$ cat config.mk
export PLATFORM = sky130hd
export DESIGN_NAME = pwm_blanked_trimmed_mean_sampler_top
export DESIGN_NICKNAME = d
export VERILOG_FILES = /design/src/hw/rtl/pbtm_pkg.sv /design/src/hw/rtl/pbtm_div.sv /design/src/hw/rtl/pbtm_ctrl.sv /design/src/hw/rtl/pwm_blanked_trimmed_mean_sampler_top.sv
export SDC_FILE = /design/constraint.sdc
export NUM_CORES = 1
export LEC_CHECK = 0
export ABC_AREA = 1
export BUFFER_PORTS_ARGS = -buffer_cell sky130_fd_sc_hd__buf_4
export CORE_UTILIZATION = 35
export CTS_CLUSTER_SIZE = 16
export DETAILED_ROUTE_END_ITERATION = 7
export PLACE_DENSITY_LB_ADDON = 0.1
export SLEW_MARGIN = 20
export SYNTH_ARGS = -nofsm -noshare
export SYNTH_HDL_FRONTEND = slang
export SYNTH_SLANG_ARGS = --single-unit
$ cat constraint.sdc
create_clock -name aclk -period 11.5 [get_ports aclk]
set_input_delay 1.725 -clock aclk [delete_from_list [all_inputs] [get_ports aclk]]
set_output_delay 1.725 -clock aclk [all_outputs]
set_load 0.005 [all_outputs]
$ cat src/hw/rtl/pbtm_pkg.sv
`timescale 1ns / 1ps
// ----------------------------------------------------------------------------
// pbtm_pkg
// Shared types and codes of the heater-off trimmed-mean sampler.
// ----------------------------------------------------------------------------
package pbtm_pkg;

    localparam int ADC_W   = 12;
    localparam int FUNC_W  = 2;
    localparam int STATE_W = 3;

    // Function codes carried with each input word
    localparam logic [FUNC_W-1:0] FUNC_TICK   = 2'd0;
    localparam logic [FUNC_W-1:0] FUNC_SAMPLE = 2'd1;
    localparam logic [FUNC_W-1:0] FUNC_ACK    = 2'd2;

    // Measurement sequencer phases
    typedef enum logic [STATE_W-1:0] {
        PH_IDLE      = 3'd0,
        PH_REQUESTED = 3'd1,
        PH_STOPPED   = 3'd2,
        PH_SAMPLING  = 3'd3,
        PH_READY     = 3'd4
    } pbtm_phase_t;

    // One result word
    typedef struct packed {
        logic               average_new;
        logic [ADC_W-1:0]   average;
        pbtm_phase_t        measure_state;
        logic               pwm_enable;
    } pbtm_result_t;

endpackage

$ cat src/hw/rtl/pbtm_div.sv
`timescale 1ns / 1ps
// ----------------------------------------------------------------------------
// pbtm_div
// Truncating division by a fixed divisor through a reciprocal multiply.
// ----------------------------------------------------------------------------
module pbtm_div
    import pbtm_pkg::*;
#(
    parameter int NUM_W = 16,
    parameter int DIV   = 14
) (
    input  logic [NUM_W-1:0] num,
    output logic [ADC_W-1:0] quo
);

    // floor(n * MULT / 2^SHIFT) equals floor(n / DIV) for every n below 2^NUM_W
    localparam int           LOG_D = $clog2(DIV);
    localparam int           SHIFT = NUM_W + LOG_D;
    localparam int           MUL_W = NUM_W + 1;
    localparam logic [63:0]  MULT_WIDE = ((64'd1 << SHIFT) + 64'(DIV) - 64'd1) / DIV;
    localparam logic [MUL_W-1:0] MULT = MULT_WIDE[MUL_W-1:0];
    localparam int           PROD_W = NUM_W + MUL_W;

    logic [PROD_W-1:0] prod;

    assign prod = PROD_W'(num) * PROD_W'(MULT);
    assign quo  = prod[SHIFT +: ADC_W];

endmodule

$ cat src/hw/rtl/pbtm_ctrl.sv
`timescale 1ns / 1ps
// ----------------------------------------------------------------------------
// pbtm_ctrl
// Measurement sequencer, pass counter and running sum, minimum and maximum.
// ----------------------------------------------------------------------------
module pbtm_ctrl
    import pbtm_pkg::*;
#(
    parameter int SAMPLES = 16
) (
    input  logic               aclk,
    input  logic               aresetn,
    input  logic               fire,
    input  logic [FUNC_W-1:0]  func,
    input  logic [ADC_W-1:0]   sample,
    output pbtm_result_t       result
);

    localparam int IDX_W = $clog2(SAMPLES);
    localparam int SUM_W = ADC_W + $clog2(SAMPLES);
    localparam logic [IDX_W-1:0] IDX_HALF = IDX_W'(SAMPLES / 2 - 1);
    localparam logic [IDX_W-1:0] IDX_LAST = IDX_W'(SAMPLES - 1);

    pbtm_phase_t       phase_reg, phase_next;
    logic [IDX_W-1:0]  idx_reg, idx_next;
    logic [SUM_W-1:0]  sum_reg, sum_next, sum_upd;
    logic [ADC_W-1:0]  min_reg, min_next, min_upd;
    logic [ADC_W-1:0]  max_reg, max_next, max_upd;
    logic [ADC_W-1:0]  avg_reg, avg_next, avg_calc;
    logic              heater_reg, heater_next;
    logic              fresh;
    logic [SUM_W-1:0]  trimmed;

    // Running values including the current sample
    always_comb begin
        sum_upd = sum_reg + SUM_W'(sample);
        max_upd = (sample > max_reg) ? sample : max_reg;
        min_upd = (sample < min_reg) ? sample : min_reg;
    end

    assign trimmed = sum_upd - SUM_W'(min_upd) - SUM_W'(max_upd);

    pbtm_div #(
        .NUM_W (SUM_W),
        .DIV   (SAMPLES - 2)
    ) u_div (
        .num (trimmed),
        .quo (avg_calc)
    );

    always_comb begin
        phase_next  = phase_reg;
        idx_next    = idx_reg;
        sum_next    = sum_reg;
        min_next    = min_reg;
        max_next    = max_reg;
        avg_next    = avg_reg;
        heater_next = heater_reg;
        fresh       = 1'b0;
        if (fire) begin
            case (func)
                FUNC_TICK: begin
                    if (phase_reg == PH_IDLE) phase_next = PH_REQUESTED;
                end
                FUNC_SAMPLE: begin
                    if (phase_reg == PH_SAMPLING) begin
                        sum_next = sum_upd;
                        min_next = min_upd;
                        max_next = max_upd;
                    end
                    // Stop the heater half-way through a pass
                    if (idx_reg == IDX_HALF && phase_reg == PH_REQUESTED) begin
                        heater_next = 1'b0;
                        phase_next  = PH_STOPPED;
                    end
                    if (idx_reg == IDX_LAST) begin
                        if (phase_reg == PH_STOPPED) begin
                            sum_next   = '0;
                            min_next   = '1;
                            max_next   = '0;
                            phase_next = PH_SAMPLING;
                        end else if (phase_reg == PH_SAMPLING) begin
                            heater_next = 1'b1;
                            avg_next    = avg_calc;
                            phase_next  = PH_READY;
                            fresh       = 1'b1;
                        end
                        idx_next = '0;
                    end else begin
                        idx_next = idx_reg + 1'b1;
                    end
                end
                FUNC_ACK: begin
                    if (phase_reg == PH_READY) phase_next = PH_IDLE;
                end
                default: begin
                end
            endcase
        end
    end

    always_ff @(posedge aclk) begin
        if (!aresetn) begin
            phase_reg  <= PH_IDLE;
            idx_reg    <= '0;
            sum_reg    <= '0;
            min_reg    <= '1;
            max_reg    <= '0;
            avg_reg    <= '0;
            heater_reg <= 1'b1;
        end else begin
            phase_reg  <= phase_next;
            idx_reg    <= idx_next;
            sum_reg    <= sum_next;
            min_reg    <= min_next;
            max_reg    <= max_next;
            avg_reg    <= avg_next;
            heater_reg <= heater_next;
        end
    end

    always_comb begin
        result.pwm_enable    = heater_next;
        result.measure_state = phase_next;
        result.average       = avg_next;
        result.average_new   = fresh;
    end

endmodule

$ cat src/hw/rtl/pwm_blanked_trimmed_mean_sampler_top.sv
`timescale 1ns / 1ps
// ----------------------------------------------------------------------------
// pwm_blanked_trimmed_mean_sampler_top
// Heater-off temperature sampler with trimmed-mean average over one pass.
// ----------------------------------------------------------------------------
// Usage:
//   Input stream (s_*): each word carries a function code in s_tuser
//   (tick, one ADC sample, acknowledge) and a 12-bit sample in s_tdata.
//   Output stream (m_*): exactly one result word per input word, giving
//   PWM enable, measurement state, last average and a new-average flag,
//   all as they stand after that input word.
//   A tick starts a measurement; the heater stops at the half-way sample of
//   a pass, the next full pass is accumulated, and the average
//   (sum - min - max) / (SAMPLES - 2) is published at its end.
//   Path: a word is held in the input register, passes through the
//   sequencer and is registered in the result register, which drives
//   m_*. Throughput: one word per cycle while the receiver does not stall;
//   the state update, running min/max and the reciprocal-multiply divide
//   fit between the two registers.
//   Reset (aresetn low, synchronous): state idle, PWM running, average 0,
//   both stream registers empty.
//   When the receiver stalls the result register holds, the input
//   register fills behind it, and s_tready drops only once both are full.
// ----------------------------------------------------------------------------
module pwm_blanked_trimmed_mean_sampler_top
    import pbtm_pkg::*;
#(
    parameter int SAMPLES = 16
) (
    input  logic        aclk,
    input  logic        aresetn,
    input  logic        s_tvalid,
    output logic        s_tready,
    input  logic [15:0] s_tdata,   // [11:0] sample, [15:12] zero
    input  logic [1:0]  s_tuser,   // [1:0] func
    output logic        m_tvalid,
    input  logic        m_tready,
    output logic [23:0] m_tdata    // [0] pwm_enable, [3:1] measure_state,
                                   // [15:4] average, [16] average_new,
                                   // [23:17] zero
);

    logic              in_valid_reg;
    logic [FUNC_W-1:0] func_reg;
    logic [ADC_W-1:0]  sample_reg;
    logic              out_valid_reg;
    pbtm_result_t      result_reg;
    pbtm_result_t      result_next;
    logic              advance;

    // Move the held word on when the result register is free or being emptied
    assign advance  = !out_valid_reg || m_tready;
    assign s_tready = !in_valid_reg || advance;

    // Input register: capture a word whenever it has room
    always_ff @(posedge aclk) begin
        if (!aresetn) begin
            in_valid_reg <= 1'b0;
        end else if (s_tready) begin
            in_valid_reg <= s_tvalid;
        end
    end

    always_ff @(posedge aclk) begin
        if (s_tvalid && s_tready) begin
            func_reg   <= s_tuser;
            sample_reg <= s_tdata[ADC_W-1:0];
        end
    end

    // Sequencer advances once per word leaving the input register
    pbtm_ctrl #(
        .SAMPLES (SAMPLES)
    ) u_ctrl (
        .aclk    (aclk),
        .aresetn (aresetn),
        .fire    (in_valid_reg && advance),
        .func    (func_reg),
        .sample  (sample_reg),
        .result  (result_next)
    );

    // Result register: hold while the receiver stalls
    always_ff @(posedge aclk) begin
        if (!aresetn) begin
            out_valid_reg <= 1'b0;
        end else if (advance) begin
            out_valid_reg <= in_valid_reg;
        end
    end

    always_ff @(posedge aclk) begin
        if (in_valid_reg && advance) begin
            result_reg <= result_next;
        end
    end

    assign m_tvalid = out_valid_reg;
    assign m_tdata  = {7'd0, result_reg.average_new, result_reg.average,
                       result_reg.measure_state, result_reg.pwm_enable};

    // A fresh average is only ever published together with the ready state
    // and the heater running again
    a_fresh_ready: assert property (@(posedge aclk) disable iff (!aresetn)
        (out_valid_reg && result_reg.average_new) |->
            (result_reg.measure_state == PH_READY && result_reg.pwm_enable))
        else $error("fresh average without ready state and running PWM");

    // The heater is off only while stopped or sampling
    a_pwm_off: assert property (@(posedge aclk) disable iff (!aresetn)
        (out_valid_reg && !result_reg.pwm_enable) |->
            (result_reg.measure_state == PH_STOPPED ||
             result_reg.measure_state == PH_SAMPLING))
        else $error("PWM stopped outside the measurement phases");

    // A word leaving the input register always lands in the result register
    a_transfer: assert property (@(posedge aclk) disable iff (!aresetn)
        (in_valid_reg && advance) |=> out_valid_reg)
        else $error("word lost between input and result registers");

endmodule
# [Word level (Yosys, flattened, before mapping)]
# Index checks and enable logic that the tools add are counted.
[word_totals] register_bits=93 input_bits=22 wordCells=75
[op_classes] addsub=4 multipliers=1 n_lt_le_gt_ge=2 eq_ne=8 muxes=32 bitwise=2 n_reduce_logical=11
[ops] cell="12-bit 2-to-1 mux" count=13
[ops] cell="16-bit 2-to-1 mux" count=3
[ops] cell="16-bit by 17-bit multiplier with 32-bit output (second input constant)" count=1
[ops] cell="16-bit by 12-bit subtractor with 16-bit output" count=2
[ops] cell="3-bit 2-to-1 mux" count=7
[ops] cell="16-bit by 12-bit adder with 16-bit output" count=1
[ops] cell="12-bit > comparator" count=1
[ops] cell="12-bit < comparator" count=1
[ops] cell="3-bit one-hot mux with 3 select lines" count=1
[ops] cell="1-bit 2-to-1 mux" count=7
[ops] cell="3-bit by 2-bit equality test with 1-bit output (second input constant)" count=2
[ops] cell="4-bit by 1-bit adder with 4-bit output (second input constant)" count=1
[ops] cell="4-bit by 3-bit equality test with 1-bit output (second input constant)" count=1
[ops] cell="4-bit equality test (second input constant)" count=1
[ops] cell="4-bit 2-to-1 mux" count=1
[ops] cell="3-bit by 1-bit equality test with 1-bit output (second input constant)" count=1
[ops] cell="3-bit equality test (second input constant)" count=1
[ops] cell="1-bit logical AND" count=3
[ops] cell="3-bit zero test" count=1
[ops] cell="3-bit OR reduction" count=1
[ops] cell="2-bit by 1-bit equality test with 1-bit output (second input constant)" count=1
[ops] cell="2-bit equality test (second input constant)" count=1
[ops] cell="1-bit zero test" count=2
[ops] cell="2-bit zero test" count=1
[ops] cell="other kinds (3)" count=5

# [Depth between registers and ports, before layout]
# Gate-level depths: netlist of run 1.
[depth] ltp_word=10 mapped_depth=53 mapped_depth_nobuf=52

# [Modules after synthesis]
# A second synthesis of run 1 with hierarchy kept.
[hier_totals] cells_unflattened=1518 area_unflattened_um2=10715.3
[modules_own_cells] module="pbtm_ctrl" n_inst=1 cells_per_inst=833 area_each_um2=5373.9
[modules_own_cells] module="pbtm_div" n_inst=1 cells_per_inst=633 area_each_um2=4259.1
[modules_own_cells] module="pwm_blanked_trimmed_mean_sampler_top" n_inst=1 cells_per_inst=52 area_each_um2=1082.3

# [Least setup slack after synthesis of run 1]
# OpenSTA, ideal clock, no wires.
[synth_path] path_type="reg-to-reg" startpoint="register sample_reg[9]" endpoint="register result_reg (netlist bit m_tdata[10]), data pin" arrival_time_ps=8023 required_time_ps=11245 path_slack_ps=3223 path_stages_with_launch=47 n_path_buf=1 period_less_slack_ps=8277 path_cell_list="edfxtp_1 > ha_1 > a21oi_1 > nor2_1 > a211oi_1 > nand2_1 > o22ai_4 > buf_6 > nand2_1 > o21ai_2 > fa_1 > ha_1 > a21oi_1 > o21ai_2 > nand2_1 > o211ai_2 > nand3_1 > nand2_1 > [... 11 more ...] > fa_1 > inv_1 > fa_1 > inv_1 > fa_1 > fa_1 > ha_1 > nand2_1 > inv_1 > nand2_1 > inv_1 > a21oi_1 > nand3_1 > a21oi_1 > o21ai_1 > or2_1 > nand3_1 > nand2_1"
[synth_rtl] item="start, declared" line="pwm_blanked_trimmed_mean_sampler_top.sv:45" source="logic [ADC_W-1:0] sample_reg;"
[synth_rtl] item="start signal, assigned" line="pwm_blanked_trimmed_mean_sampler_top.sv:67" source="sample_reg <= s_tdata[ADC_W-1:0];"
[synth_rtl] item="end signal, assigned" line="pwm_blanked_trimmed_mean_sampler_top.sv:94" source="result_reg <= result_next;"
[synth_rtl] item="end, declared" line="pwm_blanked_trimmed_mean_sampler_top.sv:47" source="pbtm_result_t result_reg;"

==> results of run 1 <==
-- synth_stat cells (15+ instances only) --
master	number
xor2_1	15
clkbuf_1	17
nor2_1	67
a31oi_1	17
edfxtp_1	31
o211ai_1	26
nand2_1	228
nand3_1	37
o21ai_0	61
inv_1	220
dfxtp_1	62
ha_1	166
a21oi_1	91
fa_1	57
xnor2_1	16
-- worst max-delay path by stage --
stage / from / end / slack (ns) / cells past startpoint
finish: sample_reg[9]$_DFFE_PP_ / m_tdata[10]$_DFFE_PP_ / 1.72 / 45
global placement: sample_reg[9]$_DFFE_PP_ / m_tdata[15]$_DFFE_PP_ / 1.61 / 44
CTS: sample_reg[9]$_DFFE_PP_ / m_tdata[15]$_DFFE_PP_ / 1.54 / 44
global route: sample_reg[9]$_DFFE_PP_ / m_tdata[10]$_DFFE_PP_ / 0.82 / 45
detailed placement: sample_reg[9]$_DFFE_PP_ / m_tdata[15]$_DFFE_PP_ / 1.57 / 44
floorplan: sample_reg[9]$_DFFE_PP_ / m_tdata[10]$_DFFE_PP_ / 3.22 / 46
-- tightest hold or removal path, cell delays in order (launching register included) --
cell and delay, ns:
dfxtp_1 0.31, nand2_1 0.06, a21oi_1 0.05
-- kinds of logic after synthesis --
group	after synthesis	synth area share, %
buffers and inverters	258	10.2
AND/OR/NAND/NOR	395	17.3
adder cells (fa/ha/maj)	223	32.3
XOR/XNOR	32	2.89
other	1	0.0376
flip-flops	93	21.8
AO/OA/AOI/OAI	254	15.5
-- final cells by class --
class                           count  area [sq um]  area share (%)
Sequential cell                    93          2170            19.9
Timing Repair Buffer               41           308            2.82
Clock inverter                      6          68.8           0.631
Multi-Input combinational cell    911          6810            62.4
Inverter                          225           845            7.75
Clock buffer                       10           229            2.10
Tap cell                          378           473            4.34
-- metrics by stage --
stage,instances,hold slack [ns]
floorplan,1262,0.444
global placement,1648,0.456
detailed placement,1648,0.461
CTS,1664,0.471
global route,1664,0.490
finish,1664,0.470
-- metal layers --
metal	part of all wire (%)	wire length, um	up-vias	track usage [%]
met3	1.7	429	23	1.94
li1	-	-	4190	-
met1	49	12100	3724	23.2
met4	1.7	408	0	4.70
met2	47	11600	83	31.5
met5	0	0	-	0
==> impl_metrics.csv, run 1 <==
group,metric,value,unit
worst_setup_path,r2r_end,"m_tdata[10]$_DFFE_PP_",
die,start_util,35.7,%
placement,dpl_cell_area,10600,sq um
yosys,ys_seq_area_share,21.8,%
timing,fin_setup_tns,0,ns
timing,hold_violations,0,
placement,dp.final_hpwl,20.1,mm
final_layout,drive_gt1_share,8.63,%
final_layout,layout_commonest_cell,"nand2_1",
detailed_routing,vias,8020,
timing,tightest_slew,1.08,ns
worst_setup_path,r2r-start,"sample_reg[9]$_DFFE_PP_",
final_layout,antenna_cells,0,
status,run_status,"finished, final reports clean",
worst_setup_path,crit_required,11.61,ns
hold_path,hp-class,"flip-flop to flip-flop",
yosys,synth_top_area_share,20.8,%
global_routing,grt_pass1_vias,8131,
clock_network,clock_latency,0.36,ns
final_layout,largest_reg_flops,17,
clock_network,clkTransAtPathRegs,0.07,ns
yosys,synth_area,9970,sq um
detailed_routing,post_drt_via_cell_ratio,4.82,
timing,fin_ws,1.72,ns
yosys,syn-mean-instance-area,7.94,sq um
placement,pre_cts_ws,1.57,ns
clock_network,cts_buffers,9,
timing,fin_worst_skew,0.0116,ns
worst_setup_path,arrival,9.89,ns
worst_setup_path,worstRegToRegCells,45,
clock_network,cts_buffer_depth,2,
detailed_routing,drt_wl_total,24.5,mm
final_layout,finalNetCount,1526,
clock_network,post_cts_resized,0,
detailed_routing,drtIter0Drc,304,
clock_network,hold_buffers,0,
final_layout,final_cell_mix,"228 x nand2_1, 220 x inv_1, 166 x ha_1, 91 x a21oi_1, 66 x nor2_1",
job,drv_cap,0,
global_routing,antenna_found_initial,0,
die,core-area,27900,sq um
detailed_routing,drtPass1Iterations,7,
yosys,synth_cell_types,56,
timing,drv_slew,0,
die,rows,61,
worst_setup_path,critPathKind,"flip-flop to flip-flop",
clock_network,cts.sinks,93,
timing,fin_crit,9.78,ns
global_routing,grt_overflow_total,0,
clock_network,htreeDepth,3,
worst_setup_path,ff2ff_setup_slack,1.72,ns
worst_setup_path,cpMaxStageDelayCell,"o22ai_4",
worst_setup_path,cp-start-kind,"flip-flop",
worst_setup_path,path_common_cell,"nand2_1",
hold_path,min_from,"u_ctrl.sum_reg[2]$_SDFFE_PN0P_",
detailed_routing,ant_nets,0,
timing,fmax,102,MHz
final_layout,n_fill_cell,2953,
yosys,synth-edff-count,31,
global_routing,grtUsageTotal,17.9,%
yosys,synth-main-ff-cell,"dfxtp_1",
worst_setup_path,end_kind,"flip-flop",
timing,fin_crit_sh,85.0,%
yosys,ys_warn_count,0,
yosys,yosys_register_bits,93,
clock_network,cts_tree,"yes",
worst_setup_path,slowest_delay,0.68,ns
detailed_routing,wl_per_cell,14.8,um
placement,numPortBuffers,36,
timing,rsz0062_at_grt,"no",
die,io_pins,48,
final_layout,final_util,39.0,%
clock_network,cts_root_buffer,"clkbuf_16",
worst_setup_path,crit_fanout,24,
final_layout,finish.instance_area,10900,sq um
clock_network,postCtsSetupRepairBufs,0,
timing,slew_headroom,28.0,%
detailed_routing,drc,0,
die,die_area,29200,sq um
global_routing,grt_pass1_wl,40.8,mm
hold_path,whs_endpoint,"u_ctrl.sum_reg[2]$_SDFFE_PN0P_",
hold_path,hold_depth,2,
yosys,netlist_instances,1256,
timing,finalSetupViolations,0,
die,die_h,171,um
yosys,netlist_top_cells_area,"ha_1 21%, dfxtp_1 12%, fa_1 11%",
die,die_w,171,um
yosys,synth_area_leader_cell,"ha_1",
worst_setup_path,path_buf_inv,6,
worst_setup_path,crit_family,"adder cells",
yosys,ys_async_sr_fraction,0,%
final_layout,syn2layout_area_growth,9.33,%
global_routing,grt_max_degree,42,
placement,gp_congestion,0.827,
Power of run 1 is left out: the tool's default activity adds up to more than one toggle a clock period on the data nets, which glitch-free logic cannot reach.
==> run 2, diff against run 1 <==
--- a/config.mk
+++ b/config.mk
@@ -7,6 +7,8 @@
 export LEC_CHECK = 0
 export ABC_AREA = 1
 export BUFFER_PORTS_ARGS = -buffer_cell sky130_fd_sc_hd__buf_4
+export CELL_PAD_IN_SITES_DETAIL_PLACEMENT = 1
+export CELL_PAD_IN_SITES_GLOBAL_PLACEMENT = 1
 export CORE_UTILIZATION = 35
 export CTS_CLUSTER_SIZE = 16
 export DETAILED_ROUTE_END_ITERATION = 7
==> impl_metrics.csv, run 2 (same netlist as run 1, synthesis figures left out) <==
group,metric,value,unit
clock_network,postCtsSetupRepairBufs,0,
worst_setup_path,crit_required,11.60,ns
timing,fin_setup_tns,0,ns
detailed_routing,drtPass1Iterations,4,
final_layout,final_util,39.0,%
clock_network,clock_latency,0.34,ns
die,core-area,27900,sq um
detailed_routing,vias,8209,
clock_network,cts.sinks,93,
worst_setup_path,arrival,10.12,ns
hold_path,min_from,"u_ctrl.sum_reg[0]$_SDFFE_PN0P_",
worst_setup_path,end_kind,"flip-flop",
final_layout,n_fill_cell,3502,
timing,fmax,99.8,MHz
worst_setup_path,path_common_cell,"nand2_1",
worst_setup_path,crit_fanout,24,
global_routing,grtUsageTotal,18.8,%
timing,fin_crit,10.02,ns
worst_setup_path,critPathLaunch,"sample_reg[9]$_DFFE_PP_",
global_routing,grt_overflow_total,0,
clock_network,cts_root_buffer,"clkbuf_16",
clock_network,post_cts_resized,0,
status,run_status,"finished, final reports clean",
timing,rsz0062_at_grt,"no",
final_layout,regArea,2170,sq um
timing,fin_crit_sh,87.1,%
final_layout,final_cells,1664,
final_layout,syn2layout_area_growth,9.28,%
worst_setup_path,ff2ff_setup_slack,1.48,ns
final_layout,final_cell_mix,"228 x nand2_1, 220 x inv_1, 166 x ha_1, 91 x a21oi_1, 66 x nor2_1",
die,die_area,29200,sq um
hold_path,whs_endpoint,"u_ctrl.sum_reg[0]$_SDFFE_PN0P_",
worst_setup_path,cp-start-kind,"flip-flop",
clock_network,htreeDepth,3,
clock_network,cts_tree,"yes",
final_layout,drive_gt1_share,8.63,%
worst_setup_path,slowest_delay,0.67,ns
detailed_routing,drc,0,
global_routing,grt_max_degree,41,
final_layout,finalNetCount,1526,
timing,finalSetupViolations,0,
die,rows,61,
timing,slew_headroom,31.2,%
die,die_h,171,um
clock_network,cts_buffers,9,
detailed_routing,drtIter0Drc,323,
hold_path,hold_depth,2,
worst_setup_path,worstRegToRegCells,45,
placement,numPortBuffers,36,
global_routing,antenna_found_initial,0,
global_routing,grt_pass1_wl,43.0,mm
clock_network,hold_buffers,0,
worst_setup_path,crit_family,"adder cells",
placement,dp.cells,1648,
die,start_util,35.7,%
timing,worst_hold_slack,0.476,ns
timing,tightest_slew,1.03,ns
placement,gp_congestion,0.818,
worst_setup_path,path_buf_inv,6,
hold_path,hp-class,"flip-flop to flip-flop",
job,drv_cap,0,
worst_setup_path,cpMaxStageDelayCell,"o22ai_4",
die,io_pins,48,
timing,hold_violations,0,
worst_setup_path,r2r_end,"m_tdata[10]$_DFFE_PP_",
final_layout,antenna_cells,0,
placement,dp.final_hpwl,21.8,mm
die,die_w,171,um
final_layout,layout_commonest_cell,"nand2_1",
final_layout,multi_input_area,6810,sq um
detailed_routing,ant_nets,0,
global_routing,grt_pass1_vias,8322,
final_layout,largest_reg_flops,17,
clock_network,clkTransAtPathRegs,0.08,ns
detailed_routing,drt_wl_total,26.3,mm
detailed_routing,post_drt_via_cell_ratio,4.93,
timing,fin_worst_skew,0.0139,ns
worst_setup_path,critPathKind,"flip-flop to flip-flop",
worst_setup_path,r2r-start,"sample_reg[9]$_DFFE_PP_",
timing,drv_slew,0,
clock_network,cts_buffer_depth,2,
detailed_routing,wl_per_cell,15.8,um
[run 2: area by class of cell]
cell class	instances	area share, %
Clock buffer	11	2.33
Clock inverter	5	0.356
Inverter	225	7.75
Multi-Input combinational cell	911	62.5
Sequential cell	93	19.9
Tap cell	378	4.34
Timing Repair Buffer	41	2.82
[run 2: worst max path at each step]
| stage | cells after the start | end |
|---|---|---|
| after floorplan | 46 | m_tdata[10]$_DFFE_PP_ |
| after global placement | 45 | m_tdata[10]$_DFFE_PP_ |
| after detailed placement | 45 | m_tdata[10]$_DFFE_PP_ |
| after CTS | 45 | m_tdata[10]$_DFFE_PP_ |
| after global routing | 45 | m_tdata[10]$_DFFE_PP_ |
| final | 45 | m_tdata[10]$_DFFE_PP_ |
[run 2: routing by layer]
| metal | GRT usage [%] | vias to the layer above | share of wire (%) |
|---|---|---|---|
| met2 | 32.0 | 69 | 47 |
| met4 | 1.41 | 0 | 0.31 |
| met1 | 26.5 | 3951 | 51 |
| li1 | - | 4182 | - |
| met3 | 2.20 | 7 | 2.1 |
| met5 | 0 | - | 0 |
[run 2: worst reg2reg max path: cells and delay by family, from the launching register on]
kind	cells	cell delay, ns
AND/OR/NAND/NOR	17	2.02
AO/OA/AOI/OAI	11	2.56
buffers and inverters	6	0.39
adder cells (fa/ha/maj)	10	3.91
flip-flops	1	0.50
XOR/XNOR	1	0.41
[run 2: through the flow]
step / worst slack, ns / cell area, sq um
after floorplan: 3.22 / 10000
after global placement: 1.51 / 10600
after detailed placement: 1.41 / 10600
after CTS: 1.38 / 10900
after global routing: 0.594 / 10900
final: 1.48 / 10900
Power of run 2 is left out for the same reason.
==> run 3, diff against run 2 <==
--- a/config.mk
+++ b/config.mk
@@ -12,7 +12,7 @@
 export CORE_UTILIZATION = 35
 export CTS_CLUSTER_SIZE = 16
 export DETAILED_ROUTE_END_ITERATION = 7
-export PLACE_DENSITY_LB_ADDON = 0.1
+export PLACE_DENSITY = 0.6
 export SLEW_MARGIN = 20
 export SYNTH_ARGS = -nofsm -noshare
 export SYNTH_HDL_FRONTEND = slang
==> impl_metrics.csv, run 3 (same netlist as run 1, synthesis figures left out) <==
group,metric,value,unit
worst_setup_path,critPathKind,"flip-flop to flip-flop",
worst_setup_path,r2r-start,"sample_reg[9]$_DFFE_PP_",
worst_setup_path,slowest_delay,0.67,ns
timing,fin_crit_sh,87.7,%
clock_network,postCtsSetupRepairBufs,0,
timing,fin_setup_tns,0,ns
timing,tightest_slew,0.965,ns
detailed_routing,drtPass1Iterations,4,
timing,fin_worst_skew,0.0121,ns
timing,hold_violations,0,
hold_path,hp-class,"flip-flop to flip-flop",
detailed_routing,drtIter0Drc,292,
final_layout,layout_commonest_cell,"nand2_1",
die,io_pins,48,
final_layout,finalNetCount,1526,
worst_setup_path,cpMaxStageDelayCell,"o22ai_4",
worst_setup_path,critPathLaunch,"sample_reg[9]$_DFFE_PP_",
final_layout,largest_reg_flops,17,
clock_network,cts_buffer_depth,2,
timing,rsz0062_at_grt,"no",
detailed_routing,post_drt_via_cell_ratio,4.96,
worst_setup_path,crit_fanout,24,
worst_setup_path,ff2ff_setup_slack,1.41,ns
timing,drv_slew,0,
die,die_w,171,um
global_routing,antenna_found_initial,0,
die,rows,61,
global_routing,grt_pass1_vias,8312,
die,die_area,29200,sq um
die,core-area,27900,sq um
worst_setup_path,arrival,10.19,ns
global_routing,grt_pass1_wl,42.7,mm
placement,numPortBuffers,36,
clock_network,hold_buffers,0,
detailed_routing,drc,0,
clock_network,cts.sinks,93,
worst_setup_path,crit_required,11.61,ns
die,start_util,35.7,%
clock_network,htreeDepth,3,
final_layout,drive_gt1_share,8.71,%
final_layout,antenna_cells,0,
detailed_routing,wl_per_cell,15.7,um
timing,fin_crit,10.09,ns
worst_setup_path,r2r_end,"m_tdata[10]$_DFFE_PP_",
final_layout,final_cell_mix,"228 x nand2_1, 220 x inv_1, 166 x ha_1, 91 x a21oi_1, 66 x nor2_1",
placement,dp.final_hpwl,21.8,mm
detailed_routing,vias,8247,
clock_network,clkTransAtPathRegs,0.08,ns
global_routing,grt_overflow_total,0,
detailed_routing,drt_wl_total,26.1,mm
clock_network,cts_tree,"yes",
placement,gp_congestion,0.863,
clock_network,clock_latency,0.35,ns
timing,fmax,99.1,MHz
timing,slew_headroom,35.6,%
clock_network,post_cts_resized,0,
worst_setup_path,critPathCapture,"m_tdata[10]$_DFFE_PP_",
final_layout,syn2layout_area_growth,9.25,%
job,drv_cap,0,
timing,finalSetupViolations,0,
detailed_routing,ant_nets,0,
clock_network,cts_buffers,9,
worst_setup_path,worstRegToRegCells,45,
global_routing,grt_max_degree,42,
worst_setup_path,path_common_cell,"nand2_1",
clock_network,cts_root_buffer,"clkbuf_16",
status,run_status,"finished, final reports clean",
die,die_h,171,um
worst_setup_path,end_kind,"flip-flop",
global_routing,grtUsageTotal,18.7,%
worst_setup_path,cp-start-kind,"flip-flop",
-- run 3: changes by cell type in the layout (fill, tap and decap cells not counted), sizes merged --
cell    delta
inv        +1
clkbuf     -1
-- run 3: stage by stage --
step	util, %	std cells	hold WS (ns)	instance area [sq um]	setup WS [ns]
after floorplan	-	1262	0.444	10000	3.22
after global placement	38.0	1648	0.458	10600	1.52
after detailed placement	38.0	1648	0.470	10600	1.39
after CTS	39.0	1664	0.481	10900	1.36
after global routing	39.0	1664	0.490	10900	0.625
final	39.0	1664	0.475	10900	1.41
-- run 3: final cells by class --
| cell class | instances | area, sq um |
|---|---|---|
| sequential | 93 | 2170 |
| fill | 3444 | 17000 |
| multi-input combinational | 911 | 6810 |
| timing repair buffer | 41 | 308 |
| clock buffer | 10 | 239 |
| inverter | 225 | 845 |
| tap | 378 | 473 |
| clock inverter | 6 | 50.0 |
-- run 3: worst max-delay path, delay by kind of cell, from the launching register on --
family	cells	cell delay [ns]
AOI/OAI and AO/OA	11	2.63
xor gates and xnor gates	1	0.41
DFF	1	0.49
and+or+nand+nor	17	2.01
adders and majority gates	10	3.91
buffers and inverters	6	0.39
-- run 3: how the worst min path moves through the flow --
stage	startpoint	end	slack (ns)	cells after the start
after global routing	u_ctrl.avg_reg[8]$_SDFF_PN0_	u_ctrl.avg_reg[8]$_SDFF_PN0_	0.49	2
after floorplan	u_ctrl.sum_reg[0]$_SDFFE_PN0P_	u_ctrl.sum_reg[0]$_SDFFE_PN0P_	0.44	2
final	u_ctrl.sum_reg[0]$_SDFFE_PN0P_	u_ctrl.sum_reg[0]$_SDFFE_PN0P_	0.48	2
after detailed placement	u_ctrl.avg_reg[1]$_SDFF_PN0_	u_ctrl.avg_reg[1]$_SDFF_PN0_	0.47	2
after global placement	u_ctrl.sum_reg[0]$_SDFFE_PN0P_	u_ctrl.sum_reg[0]$_SDFFE_PN0P_	0.46	2
after CTS	u_ctrl.avg_reg[1]$_SDFF_PN0_	u_ctrl.avg_reg[1]$_SDFF_PN0_	0.48	2
-- run 3: per-layer routing --
layer  GRT usage [%]  part of all wire (%)  vias up
li1                -                     -     4181
met2            31.4                    47       70
met5               0                     0        -
met3            2.15                   2.3        6
met4            2.47                  0.53        0
met1            26.3                    50     3990
Power of run 3 is left out for the same reason.
